==> src/sv/ggd_pkg.sv <==
// ggd_pkg: field widths, divider sizing, controller states and the
// command/status structs shared by the gregorian date normaliser
// no dependencies
`timescale 1ns / 1ps
`default_nettype none

package ggd_pkg;

    localparam int YEAR_IN_W   = 13;
    localparam int MONTH_IN_W  = 13;
    localparam int DAY_IN_W    = 21;
    localparam int YEAR_OUT_W  = 14;
    localparam int MONTH_OUT_W = 4;
    localparam int DAY_OUT_W   = 5;

    // shared constant divider
    localparam int DIV_W = 23;
    localparam int REM_W = 18;

    typedef enum logic [2:0] {
        DIV_MONTH,
        DIV_ERA,
        DIV_DAYS,
        DIV_CENT,
        DIV_YEAR
    } div_op_t;

    typedef enum logic [3:0] {
        ST_IDLE,
        ST_M_START,
        ST_M_WAIT,
        ST_E_START,
        ST_E_WAIT,
        ST_COMPOSE,
        ST_Z_START,
        ST_Z_WAIT,
        ST_C_START,
        ST_C_WAIT,
        ST_Y_START,
        ST_Y_WAIT,
        ST_DOY,
        ST_FINISH
    } ggd_state_t;

    typedef struct packed {
        logic    capture_in;
        logic    div_start;
        div_op_t div_op;
        logic    take_month;
        logic    take_era;
        logic    compose;
        logic    take_days;
        logic    take_cent;
        logic    take_year;
        logic    calc_doy;
        logic    finish;
    } ggd_cmd_t;

    typedef struct packed {
        logic div_done;
        logic out_busy;
    } ggd_sts_t;

endpackage

`default_nettype wire

==> src/sv/ggd_if.sv <==
// ggd_req_if / ggd_rsp_if: valid/ready channels for the date normaliser
// depends on ggd_pkg for field widths
`timescale 1ns / 1ps
`default_nettype none

interface ggd_req_if;
    logic                                   valid;
    logic                                   ready;
    logic signed [ggd_pkg::YEAR_IN_W-1:0]   year_in;
    logic signed [ggd_pkg::MONTH_IN_W-1:0]  month_in;
    logic signed [ggd_pkg::DAY_IN_W-1:0]    day_in;

    modport source (output valid, output year_in, output month_in, output day_in,
                    input ready);
    modport sink   (input valid, input year_in, input month_in, input day_in,
                    output ready);
endinterface

interface ggd_rsp_if;
    logic                               valid;
    logic                               ready;
    logic signed [ggd_pkg::YEAR_OUT_W-1:0] year_out;
    logic [ggd_pkg::MONTH_OUT_W-1:0]    month_out;
    logic [ggd_pkg::DAY_OUT_W-1:0]      day_out;

    modport source (output valid, output year_out, output month_out, output day_out,
                    input ready);
    modport sink   (input valid, input year_out, input month_out, input day_out,
                    output ready);
endinterface

`default_nettype wire

==> src/sv/ggd_div.sv <==
// ggd_div: division by one of the fixed calendar divisors through a
// rounded-up reciprocal multiply, quotient then remainder registered
// depends on ggd_pkg
`timescale 1ns / 1ps
`default_nettype none

module ggd_div (
    input  logic                        clk,
    input  logic                        rst_n,
    input  logic                        start,
    input  ggd_pkg::div_op_t            op,
    input  logic [ggd_pkg::DIV_W-1:0]   dividend,
    output logic [ggd_pkg::DIV_W-1:0]   quotient,
    output logic [ggd_pkg::REM_W-1:0]   remainder,
    output logic                        done
);
    import ggd_pkg::*;

    localparam int RCP_W  = 24;
    localparam int PROD_W = DIV_W + RCP_W;

    localparam int D_MONTH = 12;
    localparam int D_ERA   = 400;
    localparam int D_DAYS  = 146097;
    localparam int D_CENT  = 1460;
    localparam int D_YEAR  = 365;

    // shift is DIV_W plus the divisor's bit length, exact for any dividend
    localparam int SH_MONTH = 27;
    localparam int SH_ERA   = 32;
    localparam int SH_DAYS  = 41;
    localparam int SH_CENT  = 34;
    localparam int SH_YEAR  = 32;

    localparam logic [RCP_W-1:0] RCP_MONTH =
        RCP_W'(((64'd1 << SH_MONTH) + 64'(D_MONTH - 1)) / 64'(D_MONTH));
    localparam logic [RCP_W-1:0] RCP_ERA =
        RCP_W'(((64'd1 << SH_ERA) + 64'(D_ERA - 1)) / 64'(D_ERA));
    localparam logic [RCP_W-1:0] RCP_DAYS =
        RCP_W'(((64'd1 << SH_DAYS) + 64'(D_DAYS - 1)) / 64'(D_DAYS));
    localparam logic [RCP_W-1:0] RCP_CENT =
        RCP_W'(((64'd1 << SH_CENT) + 64'(D_CENT - 1)) / 64'(D_CENT));
    localparam logic [RCP_W-1:0] RCP_YEAR =
        RCP_W'(((64'd1 << SH_YEAR) + 64'(D_YEAR - 1)) / 64'(D_YEAR));

    logic [DIV_W-1:0]  x_reg, x_next;
    div_op_t           op_reg, op_next;
    logic [DIV_W-1:0]  quo_reg, quo_next;
    logic [REM_W-1:0]  rem_reg, rem_next;
    logic              mul_pend_reg, mul_pend_next;
    logic              sub_pend_reg, sub_pend_next;
    logic              done_reg, done_next;
    logic [RCP_W-1:0]  rcp;
    logic [REM_W-1:0]  dsr;
    logic [PROD_W-1:0] prod;
    logic [DIV_W-1:0]  quo_est;
    logic [DIV_W-1:0]  qd;

    assign prod = PROD_W'(x_reg) * PROD_W'(rcp);
    assign qd   = quo_reg * DIV_W'(dsr);

    always_comb
    begin
        case (op_reg)
            DIV_MONTH:
            begin
                rcp     = RCP_MONTH;
                dsr     = REM_W'(D_MONTH);
                quo_est = DIV_W'(prod >> SH_MONTH);
            end
            DIV_ERA:
            begin
                rcp     = RCP_ERA;
                dsr     = REM_W'(D_ERA);
                quo_est = DIV_W'(prod >> SH_ERA);
            end
            DIV_DAYS:
            begin
                rcp     = RCP_DAYS;
                dsr     = REM_W'(D_DAYS);
                quo_est = DIV_W'(prod >> SH_DAYS);
            end
            DIV_CENT:
            begin
                rcp     = RCP_CENT;
                dsr     = REM_W'(D_CENT);
                quo_est = DIV_W'(prod >> SH_CENT);
            end
            DIV_YEAR:
            begin
                rcp     = RCP_YEAR;
                dsr     = REM_W'(D_YEAR);
                quo_est = DIV_W'(prod >> SH_YEAR);
            end
            default:
            begin
                rcp     = RCP_MONTH;
                dsr     = REM_W'(D_MONTH);
                quo_est = DIV_W'(prod >> SH_MONTH);
            end
        endcase
    end

    always_comb
    begin
        x_next        = x_reg;
        op_next       = op_reg;
        quo_next      = quo_reg;
        rem_next      = rem_reg;
        mul_pend_next = 1'b0;
        sub_pend_next = mul_pend_reg;
        done_next     = done_reg || sub_pend_reg;
        if (start)
        begin
            x_next        = dividend;
            op_next       = op;
            mul_pend_next = 1'b1;
            sub_pend_next = 1'b0;
            done_next     = 1'b0;
        end
        else
        begin
            if (mul_pend_reg)
            begin
                quo_next = quo_est;
            end
            if (sub_pend_reg)
            begin
                rem_next = REM_W'(x_reg - qd);
            end
        end
    end

    always_ff @(posedge clk or negedge rst_n)
    begin
        if (!rst_n)
        begin
            mul_pend_reg <= 1'b0;
            sub_pend_reg <= 1'b0;
            done_reg     <= 1'b0;
        end
        else
        begin
            mul_pend_reg <= mul_pend_next;
            sub_pend_reg <= sub_pend_next;
            done_reg     <= done_next;
        end
    end

    always_ff @(posedge clk)
    begin
        x_reg   <= x_next;
        op_reg  <= op_next;
        quo_reg <= quo_next;
        rem_reg <= rem_next;
    end

    assign quotient  = quo_reg;
    assign remainder = rem_reg;
    assign done      = done_reg;

endmodule

`default_nettype wire

==> src/sv/ggd_dp.sv <==
// ggd_dp: datapath of the date normaliser, month carry, day count and
// calendar split around the shared divider, plus the result register
// depends on ggd_pkg and ggd_div
`timescale 1ns / 1ps
`default_nettype none

module ggd_dp (
    input  logic                                    clk,
    input  logic                                    rst_n,
    input  ggd_pkg::ggd_cmd_t                       cmd,
    output ggd_pkg::ggd_sts_t                       sts,
    input  logic signed [ggd_pkg::YEAR_IN_W-1:0]    year_in,
    input  logic signed [ggd_pkg::MONTH_IN_W-1:0]   month_in,
    input  logic signed [ggd_pkg::DAY_IN_W-1:0]     day_in,
    input  logic                                    rsp_ready,
    output logic                                    rsp_valid,
    output logic signed [ggd_pkg::YEAR_OUT_W-1:0]   year_out,
    output logic [ggd_pkg::MONTH_OUT_W-1:0]         month_out,
    output logic [ggd_pkg::DAY_OUT_W-1:0]           day_out
);
    import ggd_pkg::*;

    localparam logic [13:0] MONTH_BIAS = 14'd4103;
    localparam logic [13:0] ERA_BIAS   = 14'd4800;
    localparam int          DAYS_ERA   = 146097;

    // day of the march-based year on which each month starts
    function automatic logic [8:0] month_start(input logic [3:0] mp);
        logic [8:0] s;
        case (mp)
            4'd0:    s = 9'd0;
            4'd1:    s = 9'd31;
            4'd2:    s = 9'd61;
            4'd3:    s = 9'd92;
            4'd4:    s = 9'd122;
            4'd5:    s = 9'd153;
            4'd6:    s = 9'd184;
            4'd7:    s = 9'd214;
            4'd8:    s = 9'd245;
            4'd9:    s = 9'd275;
            4'd10:   s = 9'd306;
            4'd11:   s = 9'd337;
            default: s = 9'd0;
        endcase
        return s;
    endfunction

    function automatic logic [1:0] centuries(input logic [8:0] yoe);
        logic [1:0] c;
        if (yoe >= 9'd300)
            c = 2'd3;
        else if (yoe >= 9'd200)
            c = 2'd2;
        else if (yoe >= 9'd100)
            c = 2'd1;
        else
            c = 2'd0;
        return c;
    endfunction

    function automatic logic [2:0] day_centuries(input logic [REM_W-1:0] doe);
        logic [2:0] c;
        if (doe >= REM_W'(146096))
            c = 3'd4;
        else if (doe >= REM_W'(109572))
            c = 3'd3;
        else if (doe >= REM_W'(73048))
            c = 3'd2;
        else if (doe >= REM_W'(36524))
            c = 3'd1;
        else
            c = 3'd0;
        return c;
    endfunction

    logic signed [YEAR_IN_W-1:0]  y_reg;
    logic signed [MONTH_IN_W-1:0] m_reg;
    logic signed [DAY_IN_W-1:0]   d_reg;
    logic signed [YEAR_OUT_W-1:0] yy_reg, yy_next;
    logic [3:0]                   mon0_reg;
    logic [4:0]                   ebias_reg;
    logic [8:0]                   yoe_reg;
    logic [DIV_W-1:0]             zb_reg, zb_next;
    logic signed [5:0]            era2_reg;
    logic [REM_W-1:0]             doe2_reg;
    logic [REM_W-1:0]             t_reg, t_next;
    logic [8:0]                   yoe2_reg;
    logic [8:0]                   doy_reg;
    logic signed [YEAR_OUT_W-1:0] ybase_reg, ybase_next;
    logic                         rsp_valid_reg;
    logic signed [YEAR_OUT_W-1:0] year_out_reg, year_out_next;
    logic [MONTH_OUT_W-1:0]       month_out_reg, month_out_next;
    logic [DAY_OUT_W-1:0]         day_out_reg, day_out_next;

    logic [DIV_W-1:0]             div_dividend;
    logic [DIV_W-1:0]             div_quo;
    logic [REM_W-1:0]             div_rem;
    logic                         div_done;
    logic [13:0]                  month_biased;
    logic [13:0]                  era_biased;
    logic signed [10:0]           carry;
    logic [3:0]                   mp_first;
    logic [REM_W-1:0]             doe_first;
    logic [DIV_W-1:0]             era_days;
    logic signed [DIV_W:0]        zsum;
    logic [REM_W-1:0]             doy_full;
    logic [3:0]                   mp_fin;
    logic [8:0]                   day_full;

    ggd_div u_div (
        .clk       (clk),
        .rst_n     (rst_n),
        .start     (cmd.div_start),
        .op        (cmd.div_op),
        .dividend  (div_dividend),
        .quotient  (div_quo),
        .remainder (div_rem),
        .done      (div_done)
    );

    assign month_biased = 14'(m_reg) + MONTH_BIAS;
    assign era_biased   = 14'(yy_reg) + ERA_BIAS;

    always_comb
    begin
        case (cmd.div_op)
            DIV_MONTH: div_dividend = DIV_W'(month_biased);
            DIV_ERA:   div_dividend = DIV_W'(era_biased);
            DIV_DAYS:  div_dividend = zb_reg;
            DIV_CENT:  div_dividend = DIV_W'(doe2_reg);
            DIV_YEAR:  div_dividend = DIV_W'(t_reg);
            default:   div_dividend = zb_reg;
        endcase
    end

    // month carry into the year, january and february count with the year before
    assign carry   = 11'($signed({1'b0, div_quo[9:0]}) - 11'sd342);
    assign yy_next = YEAR_OUT_W'(y_reg) + YEAR_OUT_W'(carry)
                   - YEAR_OUT_W'(div_rem[3:0] < 4'd2);

    // day count of the date, the first of the month plus the day, biased by twenty eras
    assign mp_first  = (mon0_reg >= 4'd2) ? (mon0_reg - 4'd2) : (mon0_reg + 4'd10);
    assign doe_first = REM_W'(yoe_reg) * REM_W'(365) + REM_W'(yoe_reg >> 2)
                     - REM_W'(centuries(yoe_reg)) + REM_W'(month_start(mp_first));
    assign era_days  = DIV_W'(ebias_reg) * DIV_W'(DAYS_ERA);
    assign zsum      = $signed({1'b0, era_days}) + $signed({6'b0, doe_first})
                     + (DIV_W+1)'(d_reg) - 24'sd1;
    assign zb_next   = zsum[DIV_W-1:0];

    assign t_next = doe2_reg - REM_W'(div_quo[6:0]) + REM_W'(day_centuries(doe2_reg))
                  - REM_W'(doe2_reg == REM_W'(146096));

    assign doy_full   = doe2_reg - (REM_W'(yoe2_reg) * REM_W'(365)
                      + REM_W'(yoe2_reg >> 2) - REM_W'(centuries(yoe2_reg)));
    assign ybase_next = YEAR_OUT_W'(era2_reg) * YEAR_OUT_W'(400) + YEAR_OUT_W'(yoe2_reg);

    always_comb
    begin
        mp_fin = 4'd0;
        for (int k = 1; k < 12; k++)
        begin
            if (doy_reg >= month_start(4'(k)))
            begin
                mp_fin = 4'(k);
            end
        end
    end

    assign day_full       = doy_reg - month_start(mp_fin) + 9'd1;
    assign day_out_next   = day_full[DAY_OUT_W-1:0];
    assign month_out_next = (mp_fin < 4'd10) ? (mp_fin + 4'd3) : (mp_fin - 4'd9);
    assign year_out_next  = ybase_reg + YEAR_OUT_W'(mp_fin >= 4'd10);

    always_ff @(posedge clk)
    begin
        if (cmd.capture_in)
        begin
            y_reg <= year_in;
            m_reg <= month_in;
            d_reg <= day_in;
        end
        if (cmd.take_month)
        begin
            yy_reg   <= yy_next;
            mon0_reg <= div_rem[3:0];
        end
        if (cmd.take_era)
        begin
            ebias_reg <= div_quo[4:0] + 5'd8;
            yoe_reg   <= div_rem[8:0];
        end
        if (cmd.compose)
        begin
            zb_reg <= zb_next;
        end
        if (cmd.take_days)
        begin
            era2_reg <= $signed(div_quo[5:0] - 6'd20);
            doe2_reg <= div_rem;
        end
        if (cmd.take_cent)
        begin
            t_reg <= t_next;
        end
        if (cmd.take_year)
        begin
            yoe2_reg <= div_quo[8:0];
        end
        if (cmd.calc_doy)
        begin
            doy_reg   <= doy_full[8:0];
            ybase_reg <= ybase_next;
        end
        if (cmd.finish)
        begin
            year_out_reg  <= year_out_next;
            month_out_reg <= month_out_next;
            day_out_reg   <= day_out_next;
        end
    end

    always_ff @(posedge clk or negedge rst_n)
    begin
        if (!rst_n)
        begin
            rsp_valid_reg <= 1'b0;
        end
        else if (cmd.finish)
        begin
            rsp_valid_reg <= 1'b1;
        end
        else if (rsp_ready)
        begin
            rsp_valid_reg <= 1'b0;
        end
    end

    assign sts.div_done = div_done;
    assign sts.out_busy = rsp_valid_reg && !rsp_ready;

    assign rsp_valid = rsp_valid_reg;
    assign year_out  = year_out_reg;
    assign month_out = month_out_reg;
    assign day_out   = day_out_reg;

endmodule

`default_nettype wire

==> src/sv/ggd_ctrl.sv <==
// ggd_ctrl: sequencer of the date normaliser, steps the datapath through
// its five divisions and the final split
// depends on ggd_pkg
`timescale 1ns / 1ps
`default_nettype none

module ggd_ctrl (
    input  logic              clk,
    input  logic              rst_n,
    input  logic              req_valid,
    output logic              req_ready,
    input  ggd_pkg::ggd_sts_t sts,
    output ggd_pkg::ggd_cmd_t cmd
);
    import ggd_pkg::*;

    ggd_state_t state_reg, state_next;

    always_ff @(posedge clk or negedge rst_n)
    begin
        if (!rst_n)
        begin
            state_reg <= ST_IDLE;
        end
        else
        begin
            state_reg <= state_next;
        end
    end

    always_comb
    begin
        state_next = state_reg;
        cmd        = '0;
        req_ready  = 1'b0;
        case (state_reg)
            ST_IDLE:
            begin
                req_ready = 1'b1;
                if (req_valid)
                begin
                    cmd.capture_in = 1'b1;
                    state_next     = ST_M_START;
                end
            end
            ST_M_START:
            begin
                cmd.div_start = 1'b1;
                cmd.div_op    = DIV_MONTH;
                state_next    = ST_M_WAIT;
            end
            ST_M_WAIT:
            begin
                if (sts.div_done)
                begin
                    cmd.take_month = 1'b1;
                    state_next     = ST_E_START;
                end
            end
            ST_E_START:
            begin
                cmd.div_start = 1'b1;
                cmd.div_op    = DIV_ERA;
                state_next    = ST_E_WAIT;
            end
            ST_E_WAIT:
            begin
                if (sts.div_done)
                begin
                    cmd.take_era = 1'b1;
                    state_next   = ST_COMPOSE;
                end
            end
            ST_COMPOSE:
            begin
                cmd.compose = 1'b1;
                state_next  = ST_Z_START;
            end
            ST_Z_START:
            begin
                cmd.div_start = 1'b1;
                cmd.div_op    = DIV_DAYS;
                state_next    = ST_Z_WAIT;
            end
            ST_Z_WAIT:
            begin
                if (sts.div_done)
                begin
                    cmd.take_days = 1'b1;
                    state_next    = ST_C_START;
                end
            end
            ST_C_START:
            begin
                cmd.div_start = 1'b1;
                cmd.div_op    = DIV_CENT;
                state_next    = ST_C_WAIT;
            end
            ST_C_WAIT:
            begin
                if (sts.div_done)
                begin
                    cmd.take_cent = 1'b1;
                    state_next    = ST_Y_START;
                end
            end
            ST_Y_START:
            begin
                cmd.div_start = 1'b1;
                cmd.div_op    = DIV_YEAR;
                state_next    = ST_Y_WAIT;
            end
            ST_Y_WAIT:
            begin
                if (sts.div_done)
                begin
                    cmd.take_year = 1'b1;
                    state_next    = ST_DOY;
                end
            end
            ST_DOY:
            begin
                cmd.calc_doy = 1'b1;
                state_next   = ST_FINISH;
            end
            ST_FINISH:
            begin
                if (!sts.out_busy)
                begin
                    cmd.finish = 1'b1;
                    state_next = ST_IDLE;
                end
            end
            default:
            begin
                state_next = ST_IDLE;
            end
        endcase
    end

endmodule

`default_nettype wire

==> src/sv/gregorian_date_normalizer.sv <==
// Gregorian date normaliser: takes a signed year, month and day in any range
// and returns the same day as a proleptic Gregorian date, month 1..12 and day
// valid for that month, year 0 existing. One word in gives one word out. A
// word is accepted only while the block is idle, so a new word is not taken
// until the last one has reached the finish step; the time from acceptance to
// a valid result is set by five divisions by calendar constants on a shared
// reciprocal divider, each a load, a quotient, a remainder and a collect step,
// plus the compose, day-of-year and finish steps. A result that is not taken
// holds the finish step until the output register frees, and the next request
// is taken while a result waits.
// depends on ggd_pkg, ggd_if, ggd_ctrl and ggd_dp
`timescale 1ns / 1ps
`default_nettype none

module gregorian_date_normalizer (
    input  logic       clk,
    input  logic       rst_n,
    ggd_req_if.sink    req,
    ggd_rsp_if.source  rsp
);
    import ggd_pkg::*;

    ggd_cmd_t cmd;
    ggd_sts_t sts;

    ggd_ctrl u_ctrl (
        .clk       (clk),
        .rst_n     (rst_n),
        .req_valid (req.valid),
        .req_ready (req.ready),
        .sts       (sts),
        .cmd       (cmd)
    );

    ggd_dp u_dp (
        .clk       (clk),
        .rst_n     (rst_n),
        .cmd       (cmd),
        .sts       (sts),
        .year_in   (req.year_in),
        .month_in  (req.month_in),
        .day_in    (req.day_in),
        .rsp_ready (rsp.ready),
        .rsp_valid (rsp.valid),
        .year_out  (rsp.year_out),
        .month_out (rsp.month_out),
        .day_out   (rsp.day_out)
    );

endmodule

`default_nettype wire

==> src/flat_wrapper.sv <==
// flat-port wrapper written by rule: the top's interface ports become plain ports
module gregorian_date_normalizer_flat import ggd_pkg::*;
  (clk, rst_n, req_valid, req_year_in, req_month_in, req_day_in, req_ready, rsp_valid, rsp_year_out, rsp_month_out, rsp_day_out, rsp_ready);
  ggd_req_if req_i ();
  ggd_rsp_if rsp_i ();
  input  logic clk;
  input  logic rst_n;
  input wire logic [$bits(req_i.valid)-1:0] req_valid;
  input wire logic [$bits(req_i.year_in)-1:0] req_year_in;
  input wire logic [$bits(req_i.month_in)-1:0] req_month_in;
  input wire logic [$bits(req_i.day_in)-1:0] req_day_in;
  output wire logic [$bits(req_i.ready)-1:0] req_ready;
  output wire logic [$bits(rsp_i.valid)-1:0] rsp_valid;
  output wire logic [$bits(rsp_i.year_out)-1:0] rsp_year_out;
  output wire logic [$bits(rsp_i.month_out)-1:0] rsp_month_out;
  output wire logic [$bits(rsp_i.day_out)-1:0] rsp_day_out;
  input wire logic [$bits(rsp_i.ready)-1:0] rsp_ready;
  assign req_i.valid = req_valid;
  assign req_i.year_in = req_year_in;
  assign req_i.month_in = req_month_in;
  assign req_i.day_in = req_day_in;
  assign req_ready = req_i.ready;
  assign rsp_valid = rsp_i.valid;
  assign rsp_year_out = rsp_i.year_out;
  assign rsp_month_out = rsp_i.month_out;
  assign rsp_day_out = rsp_i.day_out;
  assign rsp_i.ready = rsp_ready;
  gregorian_date_normalizer u_core (.clk(clk), .rst_n(rst_n), .req(req_i), .rsp(rsp_i));
endmodule
==> config.mk <==
export PLATFORM = sky130hd
export DESIGN_NAME = gregorian_date_normalizer_flat
export DESIGN_NICKNAME = d
export VERILOG_FILES = /design/src/sv/ggd_pkg.sv /design/src/sv/ggd_if.sv /design/src/sv/ggd_div.sv /design/src/sv/ggd_dp.sv /design/src/sv/ggd_ctrl.sv /design/src/sv/gregorian_date_normalizer.sv /design/src/flat_wrapper.sv
export SDC_FILE = /design/constraint.sdc
export NUM_CORES = 2
export LEC_CHECK = 0
export ABC_CLOCK_PERIOD_IN_PS = 19700
export BUFFER_PORTS_ARGS = -buffer_cell sky130_fd_sc_hd__clkbuf_2
export CAP_MARGIN = 15
export CORE_MARGIN = 2
export CORE_UTILIZATION = 50
export DETAILED_ROUTE_END_ITERATION = 12
export PLACE_DENSITY = 0.76
export SYNTH_ARGS = -nofsm -noshare
export SYNTH_HDL_FRONTEND = slang
export SYNTH_SLANG_ARGS = --single-unit
==> constraint.sdc <==
create_clock -name clk -period 19.7 [get_ports clk]
set_clock_uncertainty 0.05 [all_clocks]
set_input_delay 3.94 -clock clk [delete_from_list [all_inputs] [get_ports clk]]
set_output_delay 3.94 -clock clk [all_outputs]
set_load 0.02 [all_outputs]
==> impl_results.md <==
- Post-synthesis register bit count: approximately 270
- Ports: 76
- Syn Std Cell Area: 0.0418 mm²
- Post-Syn Nets: about 5,500
- Vias per cell: around 5.5
- Worst path most repeated cell: fa_1
- Setup tns final: 0 ps
- Drt pass-1 iters: 5
- Worst r2r src: u_core.u_dp.u_div.op_reg[1]$_DFFE_PN_
- Chip height: 293 µm
- Wire length on met3: 8980 µm
- Top layer in use: met4
- Hold Crit Class: reg2reg
- Fraction of registers with async set/reset: 2.97%
- Hold Vio Cnt, Final: 0
- Status: complete, no violations
- Routed Antenna Nets: 0
- Worst slew margin: between 10% and 20%
- Avg WL per Cell: 19.3 µm
- Period utilization: 53.4%
- Slowest stage delay, CP: 870 ps
- Hold Slack: approximately 370 ps
- Seq/Total Area, Yosys: 19.2%
- R2R Setup Slk: 9190 ps
- Post-synth top cells: inv_1 (1,113), fa_1 (663), ha_1 (577), nand2_1 (333), edfxtp_1 (261)
- Synth warn: 0
- Final nets: 5,567
- Cts repair resizes: 0
- Top delay family on crit path: adder cells
- WL met2: ~48,000 µm
- Critical Path RT: 20,000 ps
- Ant. Diodes: 0
- Initial Utilization: 50.7%
- Final WL: 103,000 µm
- Vias post-DR: 29,291
- Maximum clock insertion buffer count: 3
- Stages on worst setup path: 27
- Worst Path Buf+Inv: 5
- Total grt overflow: 0
- Register Area: 0.00804 mm²
- Ys flop type: edfxtp_1
- Post-synth top area share: 31.8%
- Fmax: 95.1 MHz
- Die Area: about 0.086 mm²
- Crit path from: u_core.u_dp.u_div.op_reg[1]$_DFFE_PN_
- TritonCTS buffer count: 30
- CP Max Fanout: 36
- CP Data Arrival Time: 10,810 ps
- Sink Count: 269
- # rows: ~110
- Post-synth EDFFs: roughly 260
- Clock slew at reported path FFs: 60 ps
- Vias in the first global route: 30,734
- Mapped Cells: 4,218
- Slew at the pin closest to its max-slew limit: about 1200 ps
- Count leader, synth: inv_1
- Core Util, Final: 54.1%
- Area of the multi-input gates: 0.0292 mm²
- Setup repair bufs after CTS: 0
- Post-DP HPWL: 84,900 µm
- Setup CP Type: reg2reg
- WL met1: 42,300 µm
- Pins Over Slew Limit: 0
- Startpoint types: flip-flop
- Synth area leaders: fa_1 (32%), edfxtp_1 (19%), ha_1 (17%)
- Routability cong.: 0.968
- Port-buffer cells: 75
- CTS root buf: clkbuf_16
- Floorplan Core Area: 0.0824 mm²
- Setup violators final: 0
- Yosys cell types: 80
- Global-route total usage across every layer: 24.8%
- CTS tree: built
- Hold path depth: 0
- Drt drc: 0
- Crit path max-delay cell type: a2111oi_2
- Die outline width: 293 µm
- Post-layout min period: approximately 11,000 ps
- Fill cell count: 7,080
- # hold bufs at CTS: 0
- DR iter-0 viols: roughly 2,300
- Yosys top cell by area: fa_1
- Reg2reg end: u_core.u_dp.u_div.quotient[10]$_DFFE_PP_
- Clk_lat worst skew: 610 ps
- Largest net degree at the start of global routing: 55
- Post-Syn Area per Cell: 9.90 µm²
- R2R cell count: 27
- First-pass GRT wire length: approximately 170,000 µm
- Initial antenna violation count: 1
- H-tree lvl count: 1
- Crit path capture type: flip-flop
- Max-cap viol count: 0
- Worst setup path endpoint: u_core.u_dp.u_div.quotient[10]$_DFFE_PP_
- Syn-to-layout area delta: 6.63%
- Fraction of layout cells with a size suffix above 1: 4.86%
- RSZ-0062 raised after global routing: no
## stage by stage
| step | instances | area [µm²] | setup slack (ps) |
|---|---|---|---|
| 2_1_floorplan | 4218 | 41800 | 10650 |
| 3_3_place_gp | 5312 | 43500 | 9350 |
| 3_5_place_dp | 5312 | 43500 | 9290 |
| 4_1_cts | 5367 | 44500 | 9310 |
| 5_1_grt | 5369 | 44500 | 8820 |
| 6_report | 5369 | 44500 | 9190 |
## how the worst min path moves through the flow
stage / startpoint / endpoint / slack [ps]
2_1_floorplan: u_core.u_dp.u_div.remainder[10]$_DFFE_PP_ / u_core.u_dp.doe2_reg[10]$_DFFE_PP_ / 350
3_3_place_gp: u_core.u_dp.u_div.remainder[13]$_DFFE_PP_ / u_core.u_dp.doe2_reg[13]$_DFFE_PP_ / 360
3_5_place_dp: u_core.u_dp.u_div.remainder[13]$_DFFE_PP_ / u_core.u_dp.doe2_reg[13]$_DFFE_PP_ / 360
4_1_cts: u_core.u_dp.u_div.remainder[13]$_DFFE_PP_ / u_core.u_dp.doe2_reg[13]$_DFFE_PP_ / 370
5_1_grt: u_core.u_dp.u_div.remainder[13]$_DFFE_PP_ / u_core.u_dp.doe2_reg[13]$_DFFE_PP_ / 370
6_report: u_core.u_dp.u_div.remainder[13]$_DFFE_PP_ / u_core.u_dp.doe2_reg[13]$_DFFE_PP_ / 370
## kinds of logic (layout without fill, tap and decap cells)
family,Yosys count,in the layout,synth area share (%)
adders and majority gates,1240,1240,49.1
buffers and inverters,1210,1291,10.9
and+or+nand+nor,825,825,8.97
AOI/OAI and AO/OA,459,459,7.29
DFF,269,269,19.2
xor gates and xnor gates,205,205,4.30
muxes,10,10,0.246
## layout make-up
cell class / count / share of cell area (%)
tap: 1070 / 3.01
clock buffer: 32 / 1.70
inverter: 1117 / 9.41
clock inverter: 23 / 0.568
sequential: 269 / 18.0
multi-input combinational: 2739 / 65.7
timing repair buffer: 119 / 1.61
## per-layer routing
| layer | track usage [%] | vias up |
|---|---|---|
| met5 | 0 | - |
| li1 | - | 13369 |
| met3 | 4.74 | 236 |
| met4 | 8.32 | 0 |
| met1 | 33.5 | 14476 |
| met2 | 40.3 | 1210 |
## layout by cell type (no fill, tap or decap), drive strengths merged, types with 9 or more instances in the layout
cell type	count
clkbuf	107
edfxtp	261
xnor2	149
xor2	56
a22oi	9
nor3	51
fa	663
ha	577
nand2b	23
and2	40
clkinv	16
nor2	211
nand2	334
o211ai	17
nor4	10
o21bai	18
a222oi	10
o21a	11
buf	44
or2	10
nor2b	34
a21boi	11
and3	24
a21oi	130
nand3	41
nand4	11
a211oi	12
a31oi	22
o21ai	89
a221o	9
a21o	46
or3	13
inv	1117
Power is left out: the tool's default activity adds up to more than one toggle a clock period on the data nets, which glitch-free logic cannot reach.
